File: config.mk
export PLATFORM = sky130hd
export DESIGN_NAME = alignment_pairwise_identity_stats
export DESIGN_NICKNAME = d
export VERILOG_FILES = /design/src/design/apis_pkg.sv /design/src/design/apis_divider.sv /design/src/design/apis_pair_lane.sv /design/src/design/alignment_pairwise_identity_stats.sv
export SDC_FILE = /design/constraint.sdc
export NUM_CORES = 2
export LEC_CHECK = 0
export ABC_AREA = 1
export BUFFER_PORTS_ARGS = -buffer_cell sky130_fd_sc_hd__clkbuf_2
export CORE_ASPECT_RATIO = 0.9
export CORE_MARGIN = 2
export CORE_UTILIZATION = 30
export DETAILED_ROUTE_END_ITERATION = 6
export PLACE_DENSITY_LB_ADDON = 0.12
export RECOVER_POWER = 100
export SLEW_MARGIN = 15
export SYNTH_ARGS = -nofsm -noshare
export SYNTH_HDL_FRONTEND = slang
export SYNTH_SLANG_ARGS = --single-unit
export TNS_END_PERCENT = 50
File: constraint.sdc
create_clock -name clk_i -period 24.8 [get_ports clk_i]
set_input_delay 2.48 -clock clk_i [delete_from_list [all_inputs] [get_ports clk_i]]
set_output_delay 2.48 -clock clk_i [all_outputs]
set_load 0.05 [all_outputs]
File: src/design/apis_pkg.sv
// Package for the alignment pairwise identity statistics block.
// Holds payload structs, lane/pair constants, the letter test and pair ordering.
// No dependencies.
package apis_pkg;

  localparam int unsigned Lanes = 8;
  localparam int unsigned Pairs = 28;
  localparam logic [16:0] CntMax = 17'h1ffff;
  localparam logic [19:0] LetterMax = 20'hfffff;
  localparam logic [20:0] OvlMax = 21'h1fffff;
  localparam logic [0:0] ModeColumn = 1'b0;
  localparam logic [0:0] ModeLength = 1'b1;

  typedef struct packed {
    logic [0:0]  mode;
    logic [7:0]  residue_0;
    logic [7:0]  residue_1;
    logic [7:0]  residue_2;
    logic [7:0]  residue_3;
    logic [7:0]  residue_4;
    logic [7:0]  residue_5;
    logic [7:0]  residue_6;
    logic [7:0]  residue_7;
    logic [2:0]  seq_index;
    logic [16:0] seq_length;
    logic [0:0]  last_column;
  } in_item_t;

  typedef struct packed {
    logic [16:0] mean_identity;
    logic [24:0] average_length;
    logic [16:0] aligned_coverage;
  } out_item_t;

  typedef enum logic [2:0] {
    StIdle, StPair, StMean, StAvg, StCov, StDone
  } fin_state_e;

  // Status from the finishing sequencer to the top level.
  typedef struct packed {
    logic busy;
    logic done;
  } fin_status_t;

  function automatic logic is_letter(input logic [7:0] c);
    return ((c >= 8'd65) && (c <= 8'd90)) || ((c >= 8'd97) && (c <= 8'd122));
  endfunction

  // Number of pairs among n sequences, n in 2..8.
  function automatic logic [4:0] pair_count(input logic [3:0] n);
    logic [5:0] nw;
    nw = {2'b00, n};
    return 5'((nw * (nw - 6'd1)) >> 1);
  endfunction

  // Sequences {i, j} of the k-th pair in row order among n sequences.
  function automatic logic [5:0] pair_sel(input logic [3:0] n, input logic [4:0] k);
    logic [5:0] r;
    int unsigned c;
    r = '0;
    for (int nn = 2; nn <= 8; nn++) begin
      c = 0;
      for (int i = 0; i < nn; i++) begin
        for (int j = i + 1; j < nn; j++) begin
          if ((n == 4'(nn)) && (k == 5'(c))) r = {3'(i), 3'(j)};
          c++;
        end
      end
    end
    return r;
  endfunction

endpackage

File: src/design/apis_divider.sv
// Restoring divider, one quotient bit per cycle.
// Depends on nothing but its ports.
module apis_divider #(
  parameter int unsigned NumW = 48,
  parameter int unsigned DenW = 40
) (
  input  logic            clk_i,
  input  logic            rst_ni,
  input  logic            start_i,
  input  logic [NumW-1:0] num_i,
  input  logic [DenW-1:0] den_i,
  output logic            done_o,
  output logic [NumW-1:0] quot_o
);
  localparam int unsigned CntW = $clog2(NumW + 1);

  logic [NumW-1:0] num_q, num_d;
  logic [DenW-1:0] den_q;
  logic [DenW:0]   rem_q, rem_d;
  logic [CntW-1:0] cnt_q, cnt_d;
  logic            run_q, run_d;
  logic [DenW:0]   trial;

  always_comb begin
    trial = {rem_q[DenW-1:0], num_q[NumW-1]};
    num_d = num_q;
    rem_d = rem_q;
    cnt_d = cnt_q;
    run_d = run_q;
    if (start_i) begin
      num_d = num_i;
      rem_d = '0;
      cnt_d = CntW'(NumW);
      run_d = 1'b1;
    end else if (run_q) begin
      // shift in next numerator bit, subtract where it fits
      if (trial >= {1'b0, den_q}) begin
        rem_d = trial - {1'b0, den_q};
        num_d = {num_q[NumW-2:0], 1'b1};
      end else begin
        rem_d = trial;
        num_d = {num_q[NumW-2:0], 1'b0};
      end
      cnt_d = cnt_q - CntW'(1);
      if (cnt_q == CntW'(1)) run_d = 1'b0;
    end
  end

  always_ff @(posedge clk_i or negedge rst_ni) begin
    if (!rst_ni) begin
      run_q <= 1'b0;
      cnt_q <= '0;
    end else begin
      run_q <= run_d;
      cnt_q <= cnt_d;
    end
  end

  always_ff @(posedge clk_i) begin
    num_q <= num_d;
    rem_q <= rem_d;
    if (start_i) den_q <= den_i;
  end

  assign done_o = run_q && (cnt_q == CntW'(1));
  assign quot_o = num_d;
endmodule

File: src/design/apis_pair_lane.sv
// One pair lane: overlap and match counters for one sequence pair.
// Depends on apis_pkg.
module apis_pair_lane (
  input  logic        clk_i,
  input  logic        rst_ni,
  input  logic        col_i,
  input  logic        clear_i,
  input  logic        active_i,
  input  logic [7:0]  res_a_i,
  input  logic [7:0]  res_b_i,
  output logic        ovl_o,
  output logic [16:0] match_o,
  output logic [16:0] overlap_o
);
  logic [16:0] match_q, overlap_q;
  logic both;

  assign both  = active_i && apis_pkg::is_letter(res_a_i) && apis_pkg::is_letter(res_b_i);
  assign ovl_o = col_i && both;

  always_ff @(posedge clk_i or negedge rst_ni) begin
    if (!rst_ni) begin
      match_q   <= '0;
      overlap_q <= '0;
    end else if (clear_i) begin
      match_q   <= '0;
      overlap_q <= '0;
    end else if (col_i && both) begin
      if (overlap_q != apis_pkg::CntMax) overlap_q <= overlap_q + 17'd1;
      if ((res_a_i == res_b_i) && (match_q != apis_pkg::CntMax)) match_q <= match_q + 17'd1;
    end
  end

  assign match_o   = match_q;
  assign overlap_o = overlap_q;
endmodule

File: src/design/alignment_pairwise_identity_stats.sv
// Top level: alignment pairwise identity statistics.
// Depends on apis_pkg, apis_pair_lane, apis_divider.
//
//  channel  | signals                         | handshake
//  ---------+---------------------------------+---------------------------
//  item in  | start_i, in_item_i              | start_i && !busy_o
//  result   | result_valid_o, result_o        | one-cycle strobe, no stall
//  config   | APB psel/penable/pwrite/paddr   | pready always high
//
// A length load writes one length register; on an ordinary column the 28 pair
// lanes update in parallel. The last column starts the finishing sequence:
// one pair per step through a shared bit-serial divider, then the mean,
// average and coverage divides. busy_o is high meanwhile.
// Reset clears counters and sets num_sequences to 8; loaded lengths are
// undefined until written. The receiver cannot stall results.
module alignment_pairwise_identity_stats #(
  parameter int unsigned MAX_SEQS = 8
) (
  input  logic                 clk_i,
  input  logic                 rst_ni,
  input  logic                 start_i,
  input  apis_pkg::in_item_t   in_item_i,
  output logic                 busy_o,
  output logic                 result_valid_o,
  output apis_pkg::out_item_t  result_o,
  input  logic                 psel,
  input  logic                 penable,
  input  logic                 pwrite,
  input  logic [1:0]           paddr,
  input  logic [31:0]          pwdata,
  output logic [31:0]          prdata,
  output logic                 pready
);
  localparam int unsigned L = apis_pkg::Lanes;
  localparam int unsigned P = apis_pkg::Pairs;
  localparam logic [3:0] MaxN = (MAX_SEQS > L) ? 4'(L) : 4'(MAX_SEQS);

  logic [3:0] nseq_q;
  logic [3:0] n_eff;
  logic [4:0] n_pairs;
  logic [16:0] len_q [L];
  logic [7:0] res [L];
  logic accept, col, last, clear;
  logic [P-1:0] ovl;
  logic [16:0] match [P];
  logic [16:0] overlap [P];

  // APB: single register at address 0
  assign pready = 1'b1;
  assign prdata = (paddr == 2'd0) ? {28'd0, nseq_q} : 32'd0;
  always_ff @(posedge clk_i or negedge rst_ni) begin
    if (!rst_ni) nseq_q <= 4'd8;
    else if (psel && penable && pwrite && (paddr == 2'd0)) nseq_q <= pwdata[3:0];
  end

  assign n_eff = (nseq_q < 4'd2) ? 4'd2 : ((nseq_q > MaxN) ? MaxN : nseq_q);
  assign n_pairs = apis_pkg::pair_count(n_eff);

  assign res[0] = in_item_i.residue_0;
  assign res[1] = in_item_i.residue_1;
  assign res[2] = in_item_i.residue_2;
  assign res[3] = in_item_i.residue_3;
  assign res[4] = in_item_i.residue_4;
  assign res[5] = in_item_i.residue_5;
  assign res[6] = in_item_i.residue_6;
  assign res[7] = in_item_i.residue_7;

  assign accept = start_i && !busy_o;
  assign col    = accept && (in_item_i.mode == apis_pkg::ModeColumn);
  assign last   = col && in_item_i.last_column[0];

  // lengths: register file indexed by seq_index
  always_ff @(posedge clk_i) begin
    if (accept && (in_item_i.mode == apis_pkg::ModeLength))
      len_q[in_item_i.seq_index] <= in_item_i.seq_length;
  end

  // pair lanes: slot k counts the k-th pair (i,j), i<j, in row order for the current count
  for (genvar gk = 0; gk < P; gk++) begin : g_lane
    logic [5:0] sel;
    assign sel = apis_pkg::pair_sel(n_eff, 5'(gk));
    apis_pair_lane u_lane (
      .clk_i, .rst_ni, .col_i(col), .clear_i(clear),
      .active_i(5'(gk) < n_pairs),
      .res_a_i(res[sel[5:3]]), .res_b_i(res[sel[2:0]]),
      .ovl_o(ovl[gk]), .match_o(match[gk]), .overlap_o(overlap[gk])
    );
  end

  // merging: letter and overlap totals
  logic [19:0] letter_q;
  logic [20:0] ovl_tot_q;
  logic [3:0]  let_cnt;
  logic [5:0]  ovl_cnt;
  logic [20:0] let_sum;
  logic [21:0] ovl_sum;
  always_comb begin
    let_cnt = '0;
    for (int i = 0; i < L; i++)
      if ((4'(i) < n_eff) && apis_pkg::is_letter(res[i])) let_cnt = let_cnt + 4'd1;
    ovl_cnt = 6'($countones(ovl));
    let_sum = {1'b0, letter_q} + 21'(let_cnt);
    ovl_sum = {1'b0, ovl_tot_q} + 22'(ovl_cnt);
  end

  always_ff @(posedge clk_i or negedge rst_ni) begin
    if (!rst_ni) begin
      letter_q  <= '0;
      ovl_tot_q <= '0;
    end else if (clear) begin
      letter_q  <= '0;
      ovl_tot_q <= '0;
    end else if (col) begin
      letter_q  <= (let_sum > 21'(apis_pkg::LetterMax)) ? apis_pkg::LetterMax : let_sum[19:0];
      ovl_tot_q <= (ovl_sum > 22'(apis_pkg::OvlMax)) ? apis_pkg::OvlMax : ovl_sum[20:0];
    end
  end

  // finishing sequencer; totals include the last column; sequence and pair counts snapshot into hold regs
  apis_pkg::fin_state_e st_q, st_d;
  apis_pkg::fin_status_t fin;
  logic [4:0]  k_q, k_d;
  logic [3:0]  nf_q;
  logic [4:0]  npairs_q;
  logic [23:0] id_sum_q, id_sum_d;
  logic [21:0] min_sum_q, min_sum_d;
  logic [16:0] mean_q, mean_d;
  logic [24:0] avg_q, avg_d;
  logic [16:0] cov_q, cov_d;
  logic        div_start, div_done, div_wait_q, div_wait_d;
  logic [47:0] div_num, div_quot;
  logic [39:0] div_den;
  logic        res_v_q, res_v_d;

  logic [16:0] m_k, o_k, la, lb;
  logic [5:0]  fin_sel;
  assign fin_sel = apis_pkg::pair_sel(nf_q, k_q);
  assign m_k = match[k_q];
  assign o_k = overlap[k_q];
  assign la  = len_q[fin_sel[5:3]];
  assign lb  = len_q[fin_sel[2:0]];

  always_comb begin
    st_d = st_q; k_d = k_q; id_sum_d = id_sum_q; min_sum_d = min_sum_q;
    mean_d = mean_q; avg_d = avg_q; cov_d = cov_q;
    div_start = 1'b0; div_num = '0; div_den = '0; div_wait_d = div_wait_q;
    res_v_d = 1'b0; clear = 1'b0;
    fin.busy = (st_q != apis_pkg::StIdle);
    fin.done = 1'b0;
    unique case (st_q)
      apis_pkg::StIdle: begin
        if (last) begin
          st_d = apis_pkg::StPair; k_d = '0; id_sum_d = '0; min_sum_d = '0;
          div_wait_d = 1'b0;
        end
      end
      apis_pkg::StPair: begin
        if (k_q >= npairs_q) begin
          st_d = apis_pkg::StMean; div_wait_d = 1'b0;
        end else if (!div_wait_q) begin
          min_sum_d = min_sum_q + 22'((la < lb) ? la : lb);
          if (o_k != 17'd0) begin
            div_start = 1'b1; div_wait_d = 1'b1;
            div_num = 48'({m_k, 17'd0}) + 48'(o_k);
            div_den = 40'({o_k, 1'b0});
          end else k_d = k_q + 5'd1;
        end else if (div_done) begin
          id_sum_d = id_sum_q + 24'(div_quot); div_wait_d = 1'b0;
          k_d = k_q + 5'd1;
        end
      end
      apis_pkg::StMean: begin
        if (!div_wait_q) begin
          div_start = 1'b1; div_wait_d = 1'b1;
          div_num = 48'({id_sum_q, 1'b0}) + 48'(npairs_q);
          div_den = 40'({npairs_q, 1'b0});
        end else if (div_done) begin
          mean_d = (div_quot > 48'd65536) ? 17'd65536 : div_quot[16:0];
          div_wait_d = 1'b0; st_d = apis_pkg::StAvg;
        end
      end
      apis_pkg::StAvg: begin
        if (!div_wait_q) begin
          div_start = 1'b1; div_wait_d = 1'b1;
          div_num = 48'({letter_q, 9'd0}) + 48'(nf_q);
          div_den = 40'({nf_q, 1'b0});
        end else if (div_done) begin
          avg_d = (div_quot > 48'h1ffffff) ? 25'h1ffffff : div_quot[24:0];
          div_wait_d = 1'b0; st_d = apis_pkg::StCov;
        end
      end
      apis_pkg::StCov: begin
        if (min_sum_q == 22'd0) begin
          cov_d = '0; st_d = apis_pkg::StDone;
        end else if (!div_wait_q) begin
          div_start = 1'b1; div_wait_d = 1'b1;
          div_num = 48'({ovl_tot_q, 17'd0}) + 48'(min_sum_q);
          div_den = 40'({min_sum_q, 1'b0});
        end else if (div_done) begin
          cov_d = (div_quot > 48'h1ffff) ? 17'h1ffff : div_quot[16:0];
          div_wait_d = 1'b0; st_d = apis_pkg::StDone;
        end
      end
      apis_pkg::StDone: begin
        res_v_d = 1'b1; clear = 1'b1; fin.done = 1'b1; st_d = apis_pkg::StIdle;
      end
      default: st_d = apis_pkg::StIdle;
    endcase
  end

  apis_divider #(.NumW(48), .DenW(40)) u_div (
    .clk_i, .rst_ni, .start_i(div_start), .num_i(div_num), .den_i(div_den),
    .done_o(div_done), .quot_o(div_quot)
  );

  always_ff @(posedge clk_i or negedge rst_ni) begin
    if (!rst_ni) begin
      st_q <= apis_pkg::StIdle;
      div_wait_q <= 1'b0;
      res_v_q <= 1'b0;
      k_q <= '0;
    end else begin
      st_q <= st_d;
      div_wait_q <= div_wait_d;
      res_v_q <= res_v_d;
      k_q <= k_d;
    end
  end

  always_ff @(posedge clk_i) begin
    id_sum_q <= id_sum_d;
    min_sum_q <= min_sum_d;
    mean_q <= mean_d;
    avg_q <= avg_d;
    cov_q <= cov_d;
    if (last) begin
      nf_q <= n_eff;
      npairs_q <= n_pairs;
    end
  end

  assign busy_o = fin.busy;
  assign result_valid_o = res_v_q;
  assign result_o.mean_identity = mean_q;
  assign result_o.average_length = avg_q;
  assign result_o.aligned_coverage = cov_q;

  a_no_accept_busy: assert property (@(posedge clk_i) disable iff (!rst_ni)
    busy_o |-> !col) else $error("column taken while finishing");
  a_done_result: assert property (@(posedge clk_i) disable iff (!rst_ni)
    fin.done |=> result_valid_o) else $error("result strobe missing");
  a_pair_bound: assert property (@(posedge clk_i) disable iff (!rst_ni)
    (st_q == apis_pkg::StPair) |-> (k_q <= npairs_q)) else $error("pair index past end");
endmodule
# Word-level counts from Yosys, hierarchy flattened
# Memories as Yosys holds them, arrays and structs flattened.
# Index checks and enable logic that the tools add are counted.
[op_classes]
n_addsub = 102
n_mul = 1
n_lt_le_gt_ge = 359
n_eq_ne = 146
muxes = 597
bitwise_logic = 58
reduce_logical = 566
[ops]
columns = ["operator", "count"]
rows = [
  ["$mux W17", 176],
  ["$bmux W8 S3", 56],
  ["$ge A8 B7 Y1 const B", 128],
  ["$le A8 B7 Y1 const B", 128],
  ["$add A17 B1 Y17 const B", 56],
  ["$ne A17 B17 Y1 const B", 56],
  ["$mux W8", 112],
  ["$mux W6", 101],
  ["$logic_and A1 B1 Y1", 340],
  ["$eq A8 B8 Y1", 28],
  ["$ge A4 B4 Y1 const B", 56],
  ["$not A3 Y4", 54],
  ["$mux W5", 42],
  ["$reduce_bool A2 Y1", 89],
  ["$bmux W17 S5", 2],
  ["$pmux W39 S4", 1],
  ["$mux W4", 30],
  ["$reduce_and A2 Y1", 56],
  ["$mux W35", 3],
  ["$gt A48 B17 Y1 const B", 2],
  ["$mux W24", 4],
  ["$mux W48", 2],
  ["$pmux W23 S4", 1],
  ["$mux W39", 2],
  ["other kinds (85)", 304],
]
[totals]
reg_bits = 1256
mem_bits_rw = 136
input_bits = 126
out_inout_bits = 94
n_memories = 1
[memory_table]
columns = ["name", "depth", "word_bits", "read_ports", "rd_ports_with_merged_regs", "wr", "line_no", "rtl"]
rows = [
  ["len_q", 8, 17, 2, 0, 1, "alignment_pairwise_identity_stats.sv:41", "logic [16:0] len_q [L];"],
]

# Depth between registers and ports, before layout
# An unclocked memory read counts as a cell.
[depth]
depth_word = 93
mapped_depth = 126

# Cells and area by module
# Synthesis repeated with hierarchy kept, for this count alone.
[unflattened]
cells_unflattened = 18400
area_unflattened_um2 = 117809.2
[by_module_without_submodules]
columns = ["mod", "n_inst", "cells_per_inst", "area_each_um2"]
rows = [
  ["apis_pair_lane at g_lane[0].u_lane ...", 19, 410, 2630.0],
  ["alignment_pairwise_identity_stats", 1, 5543, 34911.0],
  ["apis_pair_lane at g_lane[3].u_lane ...", 6, 424, 2687.6],
  ["apis_divider", 1, 1276, 8692.1],
  ["apis_pair_lane at g_lane[9].u_lane", 1, 407, 2757.6],
  ["apis_pair_lane at g_lane[18].u_lane", 1, 424, 2698.8],
  ["apis_pair_lane at g_lane[19].u_lane", 1, 416, 2653.8],
]

# Worst setup path after synthesis
# Ideal clock, no wire load.
[synth_timing]
path_kind = "register -> register"
startpoint = "register k_q[1]"
endpoint = "register min_sum_q[21] (data pin)"
setup_time_ns = 0.266
arrival_time_ns = 11.112
t_required_ns = 24.534
slack_ns = 13.422
path_stages_with_launch = 125
cell_sequence = "dfrtp_1 buf_2 inv_2 buf_2 clkbuf_1 clkbuf_1 clkbuf_1 clkbuf_1 clkbuf_1 clkbuf_1 ha_1 inv_1 nor2_1 nand2_1 inv_1 nand2_1 nand3_1 nand2_1 (+89 left out) or2_2 nand2_1 inv_1 o21ai_0 nand2_1 nand2_1 inv_1 nor2_1 inv_1 a21oi_1 or2_2 o21ai_0 nand3_1 nand2_1 nand2_1 nor4_1 xnor2_1 nor2_1"
[synth_between]
elab_chain_cells = 93
word_cells_on_any_way = 203
[synth_lines]
columns = ["item", "line_no", "rtl"]
rows = [
  ["from (decl)", "alignment_pairwise_identity_stats.sv:122", "logic [4:0] k_q, k_d;"],
  ["from (signal assigned)", "alignment_pairwise_identity_stats.sv:226", "k_q <= k_d;"],
  ["$logic_not A5 Y1", "apis_pkg.sv:65", "if ((n == 4'(nn)) && (k == 5'(c))) r = {3'(i), 3'(j)};"],
  ["$logic_and A1 B1 Y1", "apis_pkg.sv:65", ""],
  ["$mux W1", "apis_pkg.sv:65", ""],
  ["$mux W6 (82 in series)", "apis_pkg.sv:65", ""],
  ["$mux W6 *", "apis_pkg.sv:65", ""],
  ["$mem_v2 Z8 W17 *", "-", ""],
  ["$lt A17 B17 Y1", "alignment_pairwise_identity_stats.sv:161", "min_sum_d = min_sum_q + 22'((la < lb) ? la : lb);"],
  ["$mux W17 *", "alignment_pairwise_identity_stats.sv:161", ""],
  ["$add A22 B17 Y22 *", "alignment_pairwise_identity_stats.sv:161", ""],
  ["$mux W22 *", "alignment_pairwise_identity_stats.sv:160", "end else if (!div_wait_q) begin"],
  ["$mux W22 *", "alignment_pairwise_identity_stats.sv:158", "if (k_q >= npairs_q) begin"],
  ["$pmux W22 S2 *", "alignment_pairwise_identity_stats.sv:150", "unique case (st_q)"],
  ["to (signal assigned)", "alignment_pairwise_identity_stats.sv:232", "min_sum_q <= min_sum_d;"],
  ["to (decl)", "alignment_pairwise_identity_stats.sv:126", "logic [21:0] min_sum_q, min_sum_d;"],
]
# Every way passes the cells marked *; elsewhere a longest branch is shown, timed or not. The select of a mux whose other input is x is not followed.
# A chain may end at the register's enable or synchronous reset.

# Worst setup path in the final report
[layout_timing]
startpoint = "register k_q[0]"
endpoint = "register id_sum_q[22] (data pin)"
[layout_between]
elab_chain_cells = 15
word_cells_on_any_way = 24
[layout_lines]
columns = ["item", "line_no", "rtl"]
rows = [
  ["$not A5 Y6 (not written as such)", "alignment_pairwise_identity_stats.sv:139", "assign o_k = overlap[k_q];"],
  ["$bmux W17 S5", "alignment_pairwise_identity_stats.sv:139", ""],
  ["$mux W17 (not written as such) (2 in series)", "alignment_pairwise_identity_stats.sv:139", ""],
  ["$add A34 B17 Y35 or $reduce_bool A17 Y1 (tied branches)", "alignment_pairwise_identity_stats.sv:164, alignment_pairwise_identity_stats.sv:162", ""],
  ["$mux W35 or $mux W1 (tied branches)", "alignment_pairwise_identity_stats.sv:162", "if (o_k != 17'd0) begin"],
  ["$mux W35 or $mux W1 (tied branches)", "alignment_pairwise_identity_stats.sv:160", ""],
  ["$mux W35 or $mux W1 (tied branches)", "alignment_pairwise_identity_stats.sv:158", ""],
  ["$pmux W39 S4 or $pmux W1 S3 (tied branches)", "alignment_pairwise_identity_stats.sv:150", ""],
  ["$mux W48 *", "apis_divider.sv:30", "if (start_i) begin"],
  ["named net div_quot[0]", "alignment_pairwise_identity_stats.sv:131", "logic [47:0] div_num, div_quot;"],
  ["$add A24 B24 Y24 *", "alignment_pairwise_identity_stats.sv:168", "id_sum_d = id_sum_q + 24'(div_quot); div_wait_d = 1'b0;"],
  ["$mux W24 *", "alignment_pairwise_identity_stats.sv:167", "end else if (div_done) begin"],
  ["$mux W24 *", "alignment_pairwise_identity_stats.sv:160", ""],
  ["$mux W24 *", "alignment_pairwise_identity_stats.sv:158", ""],
  ["$pmux W24 S2 *", "alignment_pairwise_identity_stats.sv:150", ""],
  ["to (signal assigned)", "alignment_pairwise_identity_stats.sv:231", "id_sum_q <= id_sum_d;"],
  ["to (decl)", "alignment_pairwise_identity_stats.sv:125", "logic [23:0] id_sum_q, id_sum_d;"],
]
# Mark *: on every way through the listed nets, which the timed path passes. The rest lies on a longest branch. The select of a mux whose other input is x is not followed.

==> impl_summary.md <==
Cells and area
In the layout the commonest cells are 2058 x sky130_fd_sc_hd__nand2_1, 1921 x sky130_fd_sc_hd__inv_1, 1573 x sky130_fd_sc_hd__o21ai_0, 1363 x sky130_fd_sc_hd__nor2_1, 1212 x sky130_fd_sc_hd__a21oi_1. For this run, the share of the core covered by cells in the final layout is 0.336. The library cell used most frequently in the layout, excluding fill and tap cells, is sky130_fd_sc_hd__nand2_1. The layout overhead on the synthesized area is 11.6%. The fraction of final layout cells sized beyond drive strength 1 is 0.0425.

The net total in the final layout is 13.4k. The count of non-filler cells in the finished layout is 17.2k.

Synthesis
Averaged over all synthesized cells, the footprint is 7.11 um2. In the post-synthesis netlist, the biggest area contributors are sky130_fd_sc_hd__dfrtp_1 28%, sky130_fd_sc_hd__edfxtp_1 8.8%, sky130_fd_sc_hd__o21ai_0 8.5%. The post-synthesis cell area is 92200 um2.

The share of synthesized area in the top cell type comes to 0.275. Yosys printed 0 warnings. The proportion of synthesized flip-flops having asynchronous set or reset is 0.739. In the synthesized netlist the dominant register cell turns out to be sky130_fd_sc_hd__dfrtp_1.

The cell type contributing the most total cell area after synthesis is sky130_fd_sc_hd__dfrtp_1. The part of the Yosys area used for sequential elements is 0.383. The number of synthesized flops with an enable pin is 271.

After synthesis the netlist holds a flip-flop and latch count of 1373. The number of unique standard cell types used by synthesis is 81. The number of cells produced by synthesis is 13.0k.

Placed design
The congestion estimate from routability-driven global placement came to 1.01. Including well taps, the total number of placed cells is 16.9k. The count of input and output buffers is 162.

Once detailed placement completed, the half-perimeter wirelength came to 299000 um. The post-place setup slack is 11640 ps.

Clocking
The root buffer cell chosen for the clock tree is sky130_fd_sc_hd__clkbuf_16. For this design, the CTS-stage hold fixing added 0 buffers. TritonCTS created 176 clock buffers.

The total of cells resized after clock tree synthesis is 0. The number of sinks handled by clock tree synthesis is 1373. The clock tree from TritonCTS is done. The number of H-tree branching levels is 4. The clock-pin slew on the worst setup and hold paths is 60 ps.

The number of buffers on the longest clock path is 4. Clock latency on the worst-skew pair, taken at its later pin, is 880 ps. The post-CTS setup-driven buffer insertion count is 0.

Critical path
The endpoint required time on the critical path is 25430 ps. The longest individual stage delay on the worst path is 2420 ps. The number of cells on the worst reg-to-reg path is 52. The cell at the slowest stage of the critical path is sky130_fd_sc_hd__clkbuf_1. The critical path starts at k_q[0].

The cell that appears most often on the critical path is sky130_fd_sc_hd__nand2_1. In this run the critical register-to-register path is launched from k_q[0]. The setup path with the least slack is of type reg2reg.

The endpoint of the most critical register-to-register path is id_sum_q[22]. The register-to-register setup slack is 6680 ps. In this run the worst path has a maximum fanout of 76.

The critical path capture point type is a flop. For the worst setup path, the data arrival time is 18750 ps. The critical path launch point type is a flop.

Floorplan
In this run the standard cell core region covers 306000 um2. The floorplan step set the die height to 530 um. The top-level I/O count is 220.

The floorplan step defined a die boundary enclosing 312000 um2. From left edge to right edge, the die measures 588 um. For this configuration, the core starts out at a cell density of 0.301. The floorplan has 193 rows.

Detailed routing
The via count normalized by instance count is 5.43. The total iterations of the first detailed-routing run is 6. The first routing iteration left 9105 violations. In the routed design, unresolved DRC markers number 0.

The average wire per cell in the routed design is 23.3 um. After detailed routing, the total wire length is 402000 um. In this run the remaining antenna-violating nets after routing total 0. The detailed router placed 93.4k vias in this run.

Timing
For this run, the top clock speed supported by timing is 55.2 MHz. The measured slew at the worst slew-check pin is 8020 ps. The post-route clock skew is 62.1 ps. The slack of the critical path is 6680 ps. The final critical-path share of the clock period is 0.731. The post-route setup TNS is 0 ps. The final count of negative-setup-slack endpoints is 0.

The final count of hold timing violations came to 0. Setup repair after global routing left no endpoint under its margin. The shortest period the worst path allows is 18120 ps. The worst-case headroom to the max-slew limit is -4.35. The final number of max-transition violations was 1488.

Global route
The maximum number of pins on one net before global-route repair is 156. After global routing the overflow that remains totals 0. The via count of the first global-routing pass is 88.7k.

The first-pass GRT wire length is 591000 um. The initial antenna violation count is 27. The overall global routing resource usage is 0.250.

Hold path
The worst hold path terminates at g_lane[7].u_lane.overlap_o[15]. Counting instances, the worst hold path has a depth of 1. The class of the tightest hold or removal check is reg2reg.

The startpoint of the most critical hold path is g_lane[7].u_lane.overlap_o[15].

Pwr
The total power density per cell area is 113 nW/um2. The worst ir drop on vdd is 0.0807 mV. The static power due to leakage is 43.2 nW.

Run status
The run finished, with violations left. The final reports fail on capacitance limit, slew limit.

Job
Across the run, the number of max-cap violations was 45.
## logic make-up after synthesis
group | share of synthesized area
compound gates | 0.221
xor+xnor | 0.0132
fa+ha+maj | 0.0427
buf+inv | 0.104
flops | 0.383
mux | 0.000231
other cells | 0.0000815
simple gates | 0.236
## area by class of cell
| type | instances | area, um2 |
|---|---|---|
| diodes | 11 | 27.5 |
| clock buffers | 266 | 5180 |
| clock inverters | 50 | 544 |
| fillers | 32900 | 204000 |
| inverters | 1963 | 7390 |
| multi-input cells | 9117 | 47500 |
| flip-flops and latches | 1373 | 35300 |
| well taps | 4095 | 5120 |
| repair buffers | 342 | 1860 |
## metal layers
metal | GRT usage | up-vias | share of wire
li1 | - | 44200 | -
met4 | 0.0933 | 12 | 0.040
met3 | 0.0321 | 624 | 0.062
met2 | 0.376 | 3176 | 0.42
met1 | 0.363 | 45400 | 0.47
met5 | 0 | - | 0.00030
## synthesized netlist by cell type (all sizes together), types with 34 or more instances
cell	instances
a211oi	111
a21oi	1214
a221oi	90
a31oi	48
buf	124
clkbuf	417
dfrtp	1013
dfxtp	88
edfxtp	271
fa	34
ha	260
inv	1947
nand2	2062
nand3	557
nand4	206
nor2	1379
nor3	555
nor3b	36
nor4	195
o211ai	79
o21a	41
o21ai	1585
o221ai	58
o22ai	120
xnor2	54
xor2	85
## report_power, final
| part | internal (mW) | switching, mW | total (mW) | leakage, nW |
|---|---|---|---|---|
| sequential | 2.76 | 0.346 | 3.10 | 17.1 |
| clock | 1.53 | 1.09 | 2.62 | 2.82 |
| combinational | 1.58 | 4.30 | 5.88 | 23.3 |
| total | 5.87 | 5.74 | 11.6 | 43.2 |
## state kept, by name (all words and copies together), names as in the netlist, 20 cells and up
name / cells
g_lane.u_lane.overlap_o: 476
id_sum_q: 24
len_q: 136
g_lane.u_lane.match_o: 476
u_div.num_q: 48
letter_q: 20
u_div.den_q: 22
ovl_tot_q: 21
min_sum_q: 22
avg_q: 25
u_div.rem_q: 40
## critical path: cells and delay by family (launching register included)
family / cells / cell delay, ps
AOI/OAI and AO/OA: 20 / 4730
adders and majority gates: 2 / 690
buffers and inverters: 14 / 9020
DFF: 1 / 1050
and+or+nand+nor: 16 / 2240
## through the flow
| step | area, um2 | hold slack, ps | power [mW] |
|---|---|---|---|
| after global placement | 97700 | 454 | 8.92 |
| after detailed placement | 97700 | 471 | 8.97 |
| after CTS | 103000 | 482 | 11.6 |
| after floorplan | 92300 | 433 | 6.58 |
| final | 103000 | 477 | 11.6 |
| after global routing | 103000 | 514 | 12.4 |
## how the worst max path moves through the flow
stage,end,slack (ps),cells after the start
2_1_floorplan,min_sum_q[21],13420,124
3_3_place_gp,min_sum_q[21],11430,115
3_5_place_dp,min_sum_q[21],11640,112
4_1_cts,min_sum_q[21],11610,112
5_1_grt,id_sum_q[22],5090,52
6_report,id_sum_q[22],6680,52
Note: power is estimated with default switching activity, not from simulation.
